File: config.mk
export PLATFORM = sky130hd
export DESIGN_NAME = quote_aware_tokenizer
export DESIGN_NICKNAME = d
export VERILOG_FILES = /design/src/hw/rtl/qat_pkg.sv /design/src/hw/rtl/quote_aware_tokenizer.sv /design/src/hw/rtl/qat_parse.sv /design/src/hw/rtl/qat_outq.sv
export SDC_FILE = /design/constraint.sdc
export NUM_CORES = 1
export LEC_CHECK = 0
export BUFFER_PORTS_ARGS = -buffer_cell sky130_fd_sc_hd__buf_2
export CORE_MARGIN = 5
export CORE_UTILIZATION = 35
export CTS_CLUSTER_SIZE = 28
export DETAILED_ROUTE_END_ITERATION = 10
export GPL_ROUTABILITY_DRIVEN = 0
export PLACE_DENSITY = 0.6
export REMOVE_ABC_BUFFERS = 1
export SYNTH_ARGS = -nofsm -noshare
export SYNTH_HDL_FRONTEND = slang
export SYNTH_SLANG_ARGS = --single-unit
File: constraint.sdc
create_clock -name clk_i -period 3.8 [get_ports clk_i]
set_clock_uncertainty 0.2 [all_clocks]
set_input_delay 0.38 -clock clk_i [delete_from_list [all_inputs] [get_ports clk_i]]
set_output_delay 0.38 -clock clk_i [all_outputs]
set_load 0.02 [all_outputs]
File: src/hw/rtl/qat_pkg.sv
package qat_pkg;

  localparam int unsigned CharW = 8;
  localparam int unsigned KindW = 2;
  localparam int unsigned ModeW = 2;

  // output queue entries: room for one double result plus the word in front
  localparam int unsigned OutDepth = 3;

  // parse modes
  localparam logic [ModeW-1:0] ModeBetween = 2'd0;
  localparam logic [ModeW-1:0] ModeBare    = 2'd1;
  localparam logic [ModeW-1:0] ModeQuoted  = 2'd2;

  // event kinds
  localparam logic [KindW-1:0] EvByte      = 2'd0;
  localparam logic [KindW-1:0] EvEndToken  = 2'd1;
  localparam logic [KindW-1:0] EvEndRecord = 2'd2;

  localparam logic [CharW-1:0] ChSpace  = 8'h20;
  localparam logic [CharW-1:0] ChTab    = 8'h09;
  localparam logic [CharW-1:0] ChDquote = 8'h22;
  localparam logic [CharW-1:0] ChSquote = 8'h27;
  localparam logic [CharW-1:0] ChNul    = 8'h00;

  // register indexes
  localparam logic RegTerminator = 1'b0;
  localparam logic RegSeparator  = 1'b1;

  typedef struct packed {
    logic [KindW-1:0] kind;
    logic [CharW-1:0] token_byte;
    logic             last;
  } result_t;

  typedef struct packed {
    logic [CharW-1:0] terminator;
    logic [CharW-1:0] separator;
  } cfg_t;

  // words handed from the parser to the output queue
  typedef struct packed {
    logic [1:0] count;
    result_t    res0;
    result_t    res1;
  } push_t;

endpackage

File: src/hw/rtl/quote_aware_tokenizer.sv
// channel   | dir | handshake                         | payload
// s_axis    | in  | s_axis_tvalid / s_axis_tready     | tdata[7:0] in_char
// m_axis    | out | m_axis_tvalid / m_axis_tready     | tdata[7:0] token_byte,
//           |     |                                   | tuser[1:0] event_kind, tlast last_of_run
// apb       | in  | psel & penable & pwrite & pready  | 0x0 terminator_char, 0x4 separator_char
//
// One character is taken per cycle while s_axis_tready is high; each gives zero, one or
// two words, which leave through a three-entry output queue one word per cycle while
// m_axis_tready is high. s_axis_tready is high while the queue holds at most one word,
// so a double result (end of token and end of record) stalls input even at steady drain.
// Reset clears the parse state, the queue and both registers; no clearing pass.
module quote_aware_tokenizer (
  input  logic        clk_i,
  input  logic        rst_ni,
  input  logic        s_axis_tvalid,
  output logic        s_axis_tready,
  input  logic [7:0]  s_axis_tdata,   // [7:0] in_char
  output logic        m_axis_tvalid,
  input  logic        m_axis_tready,
  output logic [7:0]  m_axis_tdata,   // [7:0] token_byte
  output logic [1:0]  m_axis_tuser,   // [1:0] event_kind
  output logic        m_axis_tlast,   // last_of_run
  input  logic        psel,
  input  logic        penable,
  input  logic        pwrite,
  input  logic [2:0]  paddr,
  input  logic [31:0] pwdata,
  output logic [31:0] prdata,
  output logic        pready
);

  qat_pkg::cfg_t    cfg_q;
  qat_pkg::push_t   push;
  qat_pkg::result_t head;
  logic             accept, pop, room, wr_en;

  assign pready = 1'b1;
  assign wr_en  = psel && penable && pwrite && pready;

  always_ff @(posedge clk_i or negedge rst_ni) begin
    if (!rst_ni) begin
      cfg_q <= '0;
    end else if (wr_en) begin
      case (paddr[2])
        qat_pkg::RegTerminator: cfg_q.terminator <= pwdata[7:0];
        qat_pkg::RegSeparator:  cfg_q.separator  <= pwdata[7:0];
        default: cfg_q <= cfg_q;
      endcase
    end
  end

  always_comb begin
    case (paddr[2])
      qat_pkg::RegTerminator: prdata = {24'd0, cfg_q.terminator};
      qat_pkg::RegSeparator:  prdata = {24'd0, cfg_q.separator};
      default:                prdata = 32'd0;
    endcase
  end

  assign s_axis_tready = room;
  assign accept        = s_axis_tvalid && room;
  assign pop           = m_axis_tvalid && m_axis_tready;

  qat_parse u_parse (
    .clk_i     (clk_i),
    .rst_ni    (rst_ni),
    .accept_i  (accept),
    .in_char_i (s_axis_tdata),
    .cfg_i     (cfg_q),
    .push_o    (push)
  );

  qat_outq u_outq (
    .clk_i   (clk_i),
    .rst_ni  (rst_ni),
    .push_i  (push),
    .pop_i   (pop),
    .room_o  (room),
    .valid_o (m_axis_tvalid),
    .head_o  (head)
  );

  assign m_axis_tdata = head.token_byte;
  assign m_axis_tuser = head.kind;
  assign m_axis_tlast = head.last;

endmodule

File: src/hw/rtl/qat_parse.sv
module qat_parse (
  input  logic                       clk_i,
  input  logic                       rst_ni,
  input  logic                       accept_i,
  input  logic [qat_pkg::CharW-1:0]  in_char_i,
  input  qat_pkg::cfg_t              cfg_i,
  output qat_pkg::push_t             push_o
);

  logic [qat_pkg::ModeW-1:0] mode_q, mode_d;
  logic                      single_q, single_d;
  logic                      nonempty_q, nonempty_d;

  logic                      is_gap, is_end;
  logic [qat_pkg::CharW-1:0] close_ch;
  qat_pkg::push_t            push;

  assign is_gap = (in_char_i == qat_pkg::ChSpace) || (in_char_i == qat_pkg::ChTab) ||
                  ((cfg_i.separator != qat_pkg::ChNul) && (in_char_i == cfg_i.separator));
  assign is_end = (in_char_i == qat_pkg::ChNul) || (in_char_i == cfg_i.terminator);
  assign close_ch = single_q ? qat_pkg::ChSquote : qat_pkg::ChDquote;

  always_comb begin
    mode_d     = mode_q;
    single_d   = single_q;
    nonempty_d = nonempty_q;
    push       = '0;
    case (mode_q)
      qat_pkg::ModeBare: begin
        if (is_end) begin
          push.count     = 2'd2;
          push.res0.kind = qat_pkg::EvEndToken;
          push.res1.kind = qat_pkg::EvEndRecord;
          push.res1.last = 1'b1;
          mode_d         = qat_pkg::ModeBetween;
        end else if (is_gap) begin
          push.count     = 2'd1;
          push.res0.kind = qat_pkg::EvEndToken;
          push.res0.last = 1'b1;
          mode_d         = qat_pkg::ModeBetween;
        end else begin
          push.count           = 2'd1;
          push.res0.kind       = qat_pkg::EvByte;
          push.res0.token_byte = in_char_i;
          push.res0.last       = 1'b1;
        end
      end
      qat_pkg::ModeQuoted: begin
        if (is_end) begin
          if (nonempty_q) begin
            push.count     = 2'd2;
            push.res0.kind = qat_pkg::EvEndToken;
            push.res1.kind = qat_pkg::EvEndRecord;
            push.res1.last = 1'b1;
          end else begin
            push.count     = 2'd1;
            push.res0.kind = qat_pkg::EvEndRecord;
            push.res0.last = 1'b1;
          end
          mode_d     = qat_pkg::ModeBetween;
          nonempty_d = 1'b0;
        end else if (in_char_i == close_ch) begin
          if (nonempty_q) begin
            push.count     = 2'd1;
            push.res0.kind = qat_pkg::EvEndToken;
            push.res0.last = 1'b1;
          end
          mode_d     = qat_pkg::ModeBetween;
          nonempty_d = 1'b0;
        end else begin
          push.count           = 2'd1;
          push.res0.kind       = qat_pkg::EvByte;
          push.res0.token_byte = in_char_i;
          push.res0.last       = 1'b1;
          nonempty_d           = 1'b1;
        end
      end
      default: begin
        // between tokens; the unused code lands here too
        mode_d = qat_pkg::ModeBetween;
        if (is_gap) begin
          mode_d = qat_pkg::ModeBetween;
        end else if (is_end) begin
          push.count     = 2'd1;
          push.res0.kind = qat_pkg::EvEndRecord;
          push.res0.last = 1'b1;
        end else if ((in_char_i == qat_pkg::ChDquote) || (in_char_i == qat_pkg::ChSquote)) begin
          mode_d     = qat_pkg::ModeQuoted;
          single_d   = (in_char_i == qat_pkg::ChSquote);
          nonempty_d = 1'b0;
        end else begin
          push.count           = 2'd1;
          push.res0.kind       = qat_pkg::EvByte;
          push.res0.token_byte = in_char_i;
          push.res0.last       = 1'b1;
          mode_d               = qat_pkg::ModeBare;
        end
      end
    endcase
  end

  always_ff @(posedge clk_i or negedge rst_ni) begin
    if (!rst_ni) begin
      mode_q     <= qat_pkg::ModeBetween;
      single_q   <= 1'b0;
      nonempty_q <= 1'b0;
    end else if (accept_i) begin
      mode_q     <= mode_d;
      single_q   <= single_d;
      nonempty_q <= nonempty_d;
    end
  end

  assign push_o.count = accept_i ? push.count : 2'd0;
  assign push_o.res0  = push.res0;
  assign push_o.res1  = push.res1;

  a_two_ends_record: assert property (@(posedge clk_i) disable iff (!rst_ni)
    (push.count == 2'd2) |-> (push.res1.kind == qat_pkg::EvEndRecord) && push.res1.last &&
                             (push.res0.kind == qat_pkg::EvEndToken) && !push.res0.last)
    else $error("double result is not end of token then end of record");

  a_single_is_last: assert property (@(posedge clk_i) disable iff (!rst_ni)
    (push.count == 2'd1) |-> push.res0.last)
    else $error("single result lacks last flag");

  a_nonempty_quoted: assert property (@(posedge clk_i) disable iff (!rst_ni)
    (mode_q != qat_pkg::ModeQuoted) |-> !nonempty_q)
    else $error("token content flag set outside a quoted token");

endmodule

File: src/hw/rtl/qat_outq.sv
module qat_outq (
  input  logic             clk_i,
  input  logic             rst_ni,
  input  qat_pkg::push_t   push_i,
  input  logic             pop_i,
  output logic             room_o,
  output logic             valid_o,
  output qat_pkg::result_t head_o
);

  qat_pkg::result_t slot_q [qat_pkg::OutDepth];
  qat_pkg::result_t slot_d [qat_pkg::OutDepth];
  qat_pkg::result_t shifted [qat_pkg::OutDepth];
  logic [1:0]       count_q, count_d, base;

  assign valid_o = (count_q != 2'd0);
  // room for a full double result
  assign room_o  = (count_q <= 2'd1);
  assign head_o  = slot_q[0];

  assign base    = count_q - {1'b0, pop_i};
  assign count_d = base + push_i.count;

  always_comb begin
    for (int i = 0; i < qat_pkg::OutDepth; i++) begin
      shifted[i] = (pop_i && (i < qat_pkg::OutDepth - 1)) ?
                   slot_q[(i + 1) % qat_pkg::OutDepth] : slot_q[i];
      if ((push_i.count != 2'd0) && (base == 2'(i))) begin
        slot_d[i] = push_i.res0;
      end else if ((push_i.count == 2'd2) && ((base + 2'd1) == 2'(i))) begin
        slot_d[i] = push_i.res1;
      end else begin
        slot_d[i] = shifted[i];
      end
    end
  end

  always_ff @(posedge clk_i or negedge rst_ni) begin
    if (!rst_ni) begin
      count_q <= 2'd0;
    end else begin
      count_q <= count_d;
    end
  end

  always_ff @(posedge clk_i) begin
    for (int i = 0; i < qat_pkg::OutDepth; i++) begin
      slot_q[i] <= slot_d[i];
    end
  end

  a_count_tracks: assert property (@(posedge clk_i) disable iff (!rst_ni)
    1'b1 |=> (count_q == $past(count_q) - {1'b0, $past(pop_i)} + $past(push_i.count)))
    else $error("queue count lost track of pushes and pops");

  a_no_overflow: assert property (@(posedge clk_i) disable iff (!rst_ni)
    (push_i.count != 2'd0) |-> (count_q <= 2'd1))
    else $error("push into a queue without room");

  a_drain_empty: assert property (@(posedge clk_i) disable iff (!rst_ni)
    (pop_i && (count_q == 2'd1) && (push_i.count == 2'd0)) |=> !valid_o)
    else $error("queue still valid after last word taken");

endmodule
Word level (Yosys, flattened, before mapping)
Memories as Yosys holds them, arrays and structs flattened.
Index checks and enable logic that the tools add are counted.
- bits in registers: 22
- bits in writable memories: 33
- input bits: 50
- output and inout bits: 46
- logic and storage cells: 114
- memories kept: 1
- memories (name ; words ; bits a word ; read ports ; clocked after memory_dff ; wr ports ; line ; text):
    u_outq.slot_q ; 3 ; 11 ; 3 ; 0 ; 3 ; qat_outq.sv:11 ; qat_pkg::result_t slot_q [qat_pkg::OutDepth];
- add/sub/neg operators: 3
- magnitude comparators: 1
- equal/unequal tests: 18
- mux-type cells: 52
- bitwise logic cells: 5
- reductions and logical operators: 28
- operators with widths (operator ; number):
    11-bit 2-to-1 mux ; 8
    32-bit case mux with 2 select lines ; 1
    8-bit 2-to-1 mux ; 4
    13-bit case mux with 2 select lines ; 1
    8-bit by 6-bit == test with 1-bit output (second input constant) ; 3
    8-bit == test ; 3
    2-bit 2-to-1 mux ; 11
    4-bit 2-to-1 mux ; 4
    1-bit 2-to-1 mux ; 13
    13-bit 2-to-1 mux ; 1
    12-bit 2-to-1 mux ; 1
    1-bit logical AND ; 11
    5-bit AND reduction ; 2
    3-bit 2-to-1 mux ; 3
    9-bit 2-to-1 mux ; 1
    2-bit == test (second input constant) ; 4
    8-bit by 4-bit == test with 1-bit output (second input constant) ; 1
    8-bit logical NOT ; 1
    2-bit case mux with 2 select lines ; 2
    8-bit nonzero test ; 1
    2-bit by 1-bit == test with 1-bit output (second input constant) ; 3
    3-bit by 1-bit != test with 1-bit output (second input constant) ; 2
    2-bit nonzero test ; 3
    1-bit NOT ; 5
    11 further kinds ; 18

Longest topological paths before layout
Gate-level depths: netlist (run 1).
- word-level depth: 11
- gate-level depth with buffers: 12
- gate-level depth less buffers: 11

Cells and area by module
From an unflattened synthesis (run 1), not the netlist that was laid out.
- cell total of the unflattened synthesis: 364
- area total of the unflattened synthesis: 3738.6 um^2
- modules (own cells, without submodules) (module ; instances ; cells an instance ; area an instance (um^2) ; sequential area each (um^2)):
    qat_outq ; 1 ; 182 ; 1923.1 ; 1041.0
    quote_aware_tokenizer ; 1 ; 72 ; 934.6 ; 400.4
    qat_parse ; 1 ; 110 ; 880.8 ; 100.1

Worst setup path after synthesis (run 1)
No wires, ideal clock.
- path type: input to register
- from: input s_axis_tdata[1]
- to: memory u_outq.slot_q[0][0] in the netlist's numbering (enable)
- library setup time: 0.355 ns
- arrival time: 2.504 ns
- slack: 0.741 ns
- stages on the path: 9
- path through: buf_2 -> xor2_1 -> nor4_1 -> and2_2 -> nor2_2 -> or4_1 -> a21o_1 -> buf_6 -> nand3_1
- RTL lines (item ; line ; text):
    start: declaration ; quote_aware_tokenizer.sv:17 ; input logic [7:0] s_axis_tdata,
    end: declaration ; qat_outq.sv:11 ;

==> results of run 1 <==
## sequential cells by signal, summed over array words and instances, names as in the netlist
signal	cells
u_outq.slot_q	33
u_parse.mode_q	2
u_outq.count_q	2
u_parse.nonempty_q	1
u_parse.single_q	1
cfg_q	16
## routing by layer
metal  share of wire [%]  wire length [um]
met5                   0                 0
met4                0.93                67
met3                 4.4               319
met2                  51              3675
met1                  44              3134
## worst register-to-register path, cell delays in order, from the launching register on
cell and delay [ns]:
dfrtp_1 0.42, xor2_1 0.15, nor4_1 0.44, and2_2 0.28
nor2_2 0.10, or4_1 0.63, a21oi_2 0.39, a31o_2 0.38
## timing repair
item                                   4_1_cts  5_1_grt
endpoints found under the hold margin       22        0
hold buffers                                 1        0
buffers inserted                             0        0
## worst paths after layout
| check | end | slack, ns | cells after the start |
|---|---|---|---|
| worst max-delay path | u_outq.slot_q[0][23] | 0.48 | 7 |
| max in group asynchronous | cfg_q[7] | 2.71 | 2 |
| worst min-delay path | cfg_q[5] | 0.10 | 2 |
| worst min register to register | u_parse.mode_q[1] | 0.32 | 2 |
| worst max register to register | u_outq.slot_q[0][23] | 0.48 | 7 |
| min in group asynchronous | cfg_q[15] | 0.35 | 2 |
## area by class of cell
type / count / area (sq um)
Tap cell: 129 / 161.4
Fill cell: 926 / 5549
Multi-Input combinational cell: 214 / 1556
Inverter: 14 / 52.55
Clock inverter: 3 / 27.53
Sequential cell: 55 / 1541
Clock buffer: 5 / 68.82
Timing Repair Buffer: 52 / 282.8
## synthesized netlist by cell type, drive strengths merged (2+ instances only)
library cell,n,area [sq um]
nor3,4,31.28
mux2i,9,90.09
ha,4,50.05
nand4,2,12.51
dfrtp,22,550.5
xor2,16,140.1
a211oi,3,27.52
a32o,10,100.1
buf,32,230.2
inv,14,52.55
and4,2,17.52
and2,10,63.82
nand2,24,90.09
edfxtp,33,991.0
or4,3,26.27
nor2,9,36.29
nor2b,5,31.28
and3,4,25.02
o31ai,2,15.01
o21ai,4,23.77
clkbuf,5,18.77
mux2,26,292.8
nand3,5,25.02
a21o,3,22.52
a31o,2,17.52
nor4,7,50.05
a21oi,8,43.79
o22ai,4,25.02
o211ai,5,37.54
o2111ai,3,26.28
conb,2,7.510
## power groups by stage
stage	Combinational (mW)	Sequential, mW	Clock (mW)
CTS	0.846	0.886	0.361
global route	0.932	0.901	0.393
finish	0.836	0.883	0.352
floorplan	0.535	0.949	0
detailed placement	0.841	0.899	0
global placement	0.827	0.894	0
## cells by family (layout without fill, tap and decap cells)
family          after synthesis  count (layout)  synth area share (%)
buf+inv                      51              74                 9.101
xor+xnor                     17              17                 4.494
flops                        55              55                 46.53
simple gates                 81              81                 13.75
compound gates               52              52                 12.84
fa+ha+maj                     4               4                 1.511
mux                          35              35                 11.56
other cells                   2              25                0.2267
==> results_dict.tcl, run 1 <==
set metrics [dict create \
    status "finished clean" \
    root_buffer "clkbuf_8" \
    drc 0 \
    use_met2_pct 21.94 \
    avgSynthCellArea_sq_um 11.16 \
    startpoint_type "register" \
    rsz0062_at_grt "false" \
    critPathRequiredTime_ns 3.59 \
    cts_buffers 5 \
    cp_max_fo 11 \
    cts.sinks 55 \
    ys_async_sr_fraction_pct 40.00 \
    r2r-start "cfg_q[15]" \
    grt_overflow 0 \
    seqPwrFrac_pct 42.6 \
    syn_area_sq_um 3313 \
    clockBufferDepth 2 \
    synth_ff_type "edfxtp_1" \
    drt_first_iter_violations 153 \
    fin_crit_sh_pct 87.26 \
    grt_usage_pct 12.92 \
    holdWs_ns 0.1015 \
    grt_antenna_before_repair 0 \
    hold_class "input port to register" \
    clkTransAtPathRegs_ns 0.12 \
    synth_edf_count 33 \
    cts_resized 0 \
    final.setup.tns_ns 0 \
    p_sw_uw 813.8 \
    synth_cells 297 \
    power_mw 2.071 \
    ir_drop_mv 0.1999 \
    vias 2356 \
    tightest_slew_ns 0.5536 \
    crit_type "register to register" \
    slew_headroom_pct 62.99 \
    timing.final.hold_violations 0 \
    first_pass_iters 4 \
    startpoint "cfg_q[15]" \
    p_int_mw 1.257 \
    die-area_sq_um 11510 \
    design_area_sq_um 3691 \
    placed_cell_area_sq_um 3585 \
    fin_nets 396 \
    cts_tree "built" \
    finalWirelength_um 7196 \
    drive_above_1_share_pct 27.70 \
    power_density_nw_per_um2 561.0 \
    crit_chain "xor2_1, nor4_1, and2_2, nor2_2, or4_1, a21oi_2, a31o_2" \
    yosys_warnings 0 \
    n_antenna_cell 0 \
    synthToLayoutAreaGrowth_pct 11.40 \
    post-place-cells 463 \
    end_kind "register" \
    p_leak_nw 1.570 \
    layout_commonest_cell "buf_2" \
    start_util_pct 35.86 \
    crit_slowest_cell "or4_1" \
    place_hpwl_um 5549 \
    p_comb_share_pct 40.4 \
    postLayoutCoreUtil_pct 39.95 \
    maxSlewViolCount 0 \
    holdCritStartpoint "pwdata[5]" \
    fmax_ghz 0.3016 \
    ant_nets 0 \
    maxCapViolCount 0 \
    routedWlPerCell_um 15.25 \
    htreeDepth 2 \
    cp.arrival_ns 3.11 \
    synth_cell_types 59 \
    ys_seq_area_share_pct 46.53 \
    grt_pass1_wl_um 11860 \
    power.share.clock_pct 17.0 \
    viasPerCell 4.992 \
    final_cell_mix "buf_2 (44), edfxtp_1 (33), mux2_2 (26)" \
    switching_share_pct 39.30 \
    io_buffers 44 \
    grt_max_degree 23 \
    fin_cells 472 \
    cpLargestDelayFamily "simple AND/OR/NAND/NOR gates" \
    path_buf_inv 0 \
    grtUsageMet3_pct 2.819 \
    setup_viol 0 \
    min_period_ns 3.316 \
    final.setup.worst_slack_ns 0.4840 \
    place_ws_ns 0.3601 \
    first_global_vias 2348 \
    busiest_layer "met2" \
    die_y_um 107.3 \
    crit_path_max_incr_delay_ns 0.63 \
    synth-seq-cells 55 \
    rows 35 \
    io_pins 96 \
    core_sq_um 9240 \
    die_w_um 107.3 \
    grtUsageMet1_pct 16.64 \
    clock_latency_ns 0.32 \
]
(Power assumes the default switching activity.)
==> inputs of run 2 (changes only) <==
--- a/config.mk
+++ b/config.mk
@@ -6,7 +6,7 @@
 export NUM_CORES = 1
 export LEC_CHECK = 0
 export BUFFER_PORTS_ARGS = -buffer_cell sky130_fd_sc_hd__buf_2
-export CORE_MARGIN = 5
+export CORE_MARGIN = 2
 export CORE_UTILIZATION = 35
 export CTS_CLUSTER_SIZE = 28
 export DETAILED_ROUTE_END_ITERATION = 10
==> run 2 against run 1 <==
Compared with the run above: die area is 11% lower; setup slack better by 0.0060 ns; worst hold slack better by 0.012 ns; critical path depth stayed put; final cell count is 4.0% lower; critical path type unchanged; critical endpoint is now u_outq.slot_q[0][24].
==> results_dict.tcl, run 2 (synthesis gave the netlist of run 1 again) <==
set metrics [dict create \
    status "finished clean" \
    grt_max_degree 23 \
    root_buffer "clkbuf_8" \
    core_sq_um 9196 \
    drc 0 \
    power_density_nw_per_um2 562.3 \
    first_global_vias 2291 \
    top_register "u_outq.slot_q" \
    htreeDepth 2 \
    startpoint_type "register" \
    cts.sinks 55 \
    holdPathStages 2 \
    die_w_um 101.3 \
    vias 2322 \
    viasPerCell 5.126 \
    clock_latency_ns 0.31 \
    die-area_sq_um 10260 \
    die_y_um 101.3 \
    final_cell_mix "buf_2 (44), edfxtp_1 (33), mux2_2 (26)" \
    first_pass_iters 4 \
    maxCapViolCount 0 \
    largestRegisters "u_outq.slot_q x33, cfg_q x16" \
    clockBufferDepth 2 \
    fin_crit_sh_pct 87.11 \
    clkTransAtPathRegs_ns 0.11 \
    layout_commonest_cell "buf_2" \
    finalWirelength_um 6874 \
    place_ws_ns 0.3085 \
    cp_max_fo 11 \
    end_kind "register" \
    start_util_pct 36.03 \
    io_pins 96 \
    timing.final.hold_violations 0 \
    drt_first_iter_violations 168 \
    hold_class "input port to register" \
    rows 35 \
    grt_antenna_before_repair 0 \
    grt_usage_pct 13.81 \
    maxSlewViolCount 0 \
    grt_pass1_wl_um 11340 \
    crit_type "register to register" \
    drive_above_1_share_pct 27.49 \
    final.setup.worst_slack_ns 0.4899 \
    largest_register_ffs 33 \
    setup_viol 0 \
    cp.arrival_ns 3.10 \
    min_period_ns 3.310 \
    final.setup.tns_ns 0 \
    cts_tree "built" \
    rsz0062_at_grt "false" \
    cts_resized 0 \
    fmax_ghz 0.3021 \
    slew_headroom_pct 61.47 \
    cts_buffers 5 \
    place_hpwl_um 5308 \
    n_antenna_cell 0 \
    ant_nets 0 \
    routedWlPerCell_um 15.17 \
    ir_drop_mv 0.1639 \
    io_buffers 44 \
    design_area_sq_um 3661 \
    synthToLayoutAreaGrowth_pct 10.50 \
    grt_overflow 0 \
    fin_nets 395 \
    critPathRequiredTime_ns 3.59 \
    placed_cell_area_sq_um 3555 \
    tightest_slew_ns 0.5719 \
    reg2regPathDepth 7 \
    p_leak_nw 1.565 \
]
-- run 2: changes by cell type in the layout (fill, tap and decap cells not counted), sizes merged --
cell | before | now
buf | 51 | 50
-- run 2: where the power goes --
group | total (mW) | internal, mW | switching, mW
clock network | 0.343 | 0.136 | 0.208
logic | 0.829 | 0.304 | 0.525
registers | 0.886 | 0.817 | 0.0698
-- run 2: metrics by stage --
stage	cells	hold WS [ns]	power [mW]	util, %
floorplan	283	-0.1156	1.484	-
global placement	444	0.1783	1.718	38.65
detailed placement	444	0.1788	1.737	38.65
CTS	453	0.1093	2.081	39.81
global route	453	0.09720	2.204	39.81
finish	453	0.1139	2.059	39.81
-- run 2: worst paths after layout --
check / endpoint / slack, ns / start
worst max-delay path: u_outq.slot_q[0][24] / 0.49 / cfg_q[15]
worst min-delay path: cfg_q[11] / 0.11 / pwdata[3]
worst max register to register: u_outq.slot_q[0][24] / 0.49 / cfg_q[15]
worst min register to register: u_parse.mode_q[1] / 0.33 / u_parse.mode_q[1]
max in group asynchronous: cfg_q[0] / 2.70 / rst_ni
min in group asynchronous: cfg_q[8] / 0.36 / rst_ni
-- run 2: critical path, stage by stage, from the launching register on --
cell,delay (ns)
dfrtp_1,0.42
xor2_1,0.15
nor4_1,0.44
and2_2,0.28
nor2_2,0.10
or4_1,0.65
a21oi_2,0.41
a31o_2,0.35
-- run 2: per-layer routing --
metal,global-route usage [%],vias up,share of wire [%]
met3,2.001,4,2.8
met2,23.43,44,50
met5,0,-,0
met4,3.846,0,0.87
met1,18.45,1136,46
li1,-,1138,-
-- run 2: repair_timing --
item | in CTS | in global routing
endpoints found under the hold margin | 22 | 0
hold buffers | 1 | 0
setup buffers | 0 | 0
-- run 2: cell type report --
class	instances	area, sq um
Inverter	14	52.55
Multi-Input combinational cell	214	1556
Timing Repair Buffer	51	275.3
Fill cell	893	5535
Sequential cell	55	1541
Tap cell	111	138.9
Clock inverter	3	27.53
Clock buffer	5	68.82
==> inputs of run 3 (changes only) <==
--- a/config.mk
+++ b/config.mk
@@ -7,11 +7,12 @@
 export LEC_CHECK = 0
 export BUFFER_PORTS_ARGS = -buffer_cell sky130_fd_sc_hd__buf_2
 export CORE_MARGIN = 2
-export CORE_UTILIZATION = 35
+export CORE_UTILIZATION = 52
+export CTS_BUF_LIST = sky130_fd_sc_hd__clkbuf_16
 export CTS_CLUSTER_SIZE = 28
 export DETAILED_ROUTE_END_ITERATION = 10
 export GPL_ROUTABILITY_DRIVEN = 0
-export PLACE_DENSITY = 0.6
+export PLACE_DENSITY = 0.82
 export REMOVE_ABC_BUFFERS = 1
 export SYNTH_ARGS = -nofsm -noshare
 export SYNTH_HDL_FRONTEND = slang
==> run 3 against run 2 <==
Compared with the run above: clock power grew 31%; final cell count shrank 7.5%; via count grew 4.8%; clock-buffer cell count is the same; setup slack gained 0.096 ns.
==> results_dict.tcl, run 3 (synthesis gave the netlist of run 1 again) <==
set metrics [dict create \
    seqPwrFrac_pct 41.0 \
    cp.arrival_ns 2.90 \
    cpLargestDelayFamily "simple AND/OR/NAND/NOR gates" \
    cp_max_fo 11 \
    drt_first_iter_violations 197 \
    cts_resized 0 \
    maxCapViolCount 0 \
    start_util_pct 53.09 \
    grt_max_degree 23 \
    p_leak_nw 1.593 \
    min_period_ns 3.214 \
    grt_usage_pct 19.13 \
    startpoint_type "register" \
    slew_headroom_pct 63.60 \
    final.setup.worst_slack_ns 0.5855 \
    place_ws_ns 0.3775 \
    seq_area_sq_um 1541 \
    drc 0 \
    rsz0062_at_grt "false" \
    cts.sinks 55 \
    top_register "u_outq.slot_q" \
    grt_pass1_wl_um 11030 \
    crit_slowest_cell "nand3_1" \
    crit_type "register to register" \
    hold_class "input port to register" \
    drive_above_1_share_pct 26.90 \
    grt_antenna_before_repair 0 \
    fmax_ghz 0.3111 \
    tightest_slew_ns 0.5402 \
    place_hpwl_um 4926 \
    largest_register_ffs 33 \
    synthToLayoutAreaGrowth_pct 10.57 \
    end_kind "register" \
    status "finished clean" \
    fin_cells 419 \
    largestRegisters "u_outq.slot_q x33, cfg_q x16" \
    htreeDepth 2 \
    first_global_vias 2378 \
    clock_latency_ns 0.29 \
    grt_overflow 0 \
    p_sw_uw 804.9 \
    ir_drop_mv 0.2762 \
    post-place-cells 410 \
    power.share.clock_pct 20.7 \
    die-area_sq_um 7026 \
    die_y_um 83.82 \
    routedWlPerCell_um 15.79 \
    first_pass_iters 4 \
    path_buf_inv 0 \
    maxSlewViolCount 0 \
    multi_input_area_sq_um 1556 \
    final.setup.tns_ns 0 \
    cts_tree "built" \
    fin_crit_sh_pct 84.59 \
    crit_path_max_incr_delay_ns 0.49 \
    nFillCells 528 \
    crit_chain "xor2_1, nor4_1, nand2_1, a31oi_1, o31ai_1, o21ai_2, nand3_1" \
    clockBufferDepth 2 \
    root_buffer "clkbuf_16" \
    finalWirelength_um 6616 \
    clkTransAtPathRegs_ns 0.07 \
    core_sq_um 6241 \
    timing.final.hold_violations 0 \
    cts_buffers 5 \
    io_buffers 44 \
    switching_share_pct 37.12 \
    ant_nets 0 \
    layout_commonest_cell "buf_2" \
    final_cell_mix "buf_2 (44), edfxtp_1 (33), mux2_2 (26)" \
    setup_viol 0 \
    critPathRequiredTime_ns 3.49 \
    holdWs_ns 0.1305 \
    power_density_nw_per_um2 591.8 \
    io_pins 96 \
    fin_nets 395 \
    vias 2433 \
    n_antenna_cell 0 \
    viasPerCell 5.807 \
    rows 29 \
    p_comb_share_pct 38.4 \
    die_w_um 83.82 \
    p_int_mw 1.363 \
]
-- run 3: cell count changes in the layout (fill, tap and decap cells not counted) --
cell | before | now
inv_1 | 14 | 15
clkinvlp_4 | 1 | 0
clkbuf_8 | 5 | 0
inv_8 | 1 | 0
clkbuf_16 | 0 | 5
clkinv_1 | 0 | 1
-- run 3: through the flow --
| step | total power [mW] | area [sq um] | utilization [%] |
|---|---|---|---|
| after floorplan | 1.484 | 3151 | - |
| after global placement | 1.694 | 3512 | 56.28 |
| after detailed placement | 1.726 | 3512 | 56.28 |
| after CTS | 2.174 | 3664 | 58.70 |
| after global routing | 2.293 | 3664 | 58.70 |
| final | 2.168 | 3664 | 58.70 |
-- run 3: area by class of cell --
cell class / count / share of cell area, %
repair buffers: 51 / 7.514
inverters: 14 / 1.434
clock inverters: 3 / 0.4440
well taps: 77 / 2.630
clock buffers: 5 / 3.415
multi-input cells: 214 / 42.49
flip-flops and latches: 55 / 42.08
-- run 3: power groups by stage --
stage               combinational, mW  clock [mW]  sequential (mW)
global placement                0.801           0            0.893
finish                          0.832       0.448            0.888
floorplan                       0.535           0            0.949
global route                    0.911       0.475            0.906
CTS                             0.830       0.453            0.891
detailed placement              0.823           0            0.903
-- run 3: what timing repair did --
action                    4_1_cts  5_1_grt
hold endpoints to repair       22        0
setup buffers                   0        0
hold buffers                    1        0
-- run 3: metal layers --
layer	vias to the layer above	wire, um	global-route usage (%)
met5	-	0	0
met4	0	105	6.452
met3	14	366	4.253
met2	92	3360	32.73
met1	1180	2783	24.02
li1	1147	-	-
-- run 3: final timing paths --
| path | start | end | slack [ns] | cells after the start |
|---|---|---|---|---|
| setup / recovery | cfg_q[15] | u_outq.slot_q[0][15] | 0.59 | 7 |
| hold / removal | pwdata[4] | cfg_q[4] | 0.13 | 2 |
| setup reg to reg | cfg_q[15] | u_outq.slot_q[0][15] | 0.59 | 7 |
| hold reg to reg | u_parse.mode_q[0] | u_parse.mode_q[0] | 0.32 | 2 |
| max in group asynchronous | rst_ni | u_outq.count_q[1] | 2.68 | 2 |
| min in group asynchronous | rst_ni | cfg_q[5] | 0.39 | 2 |
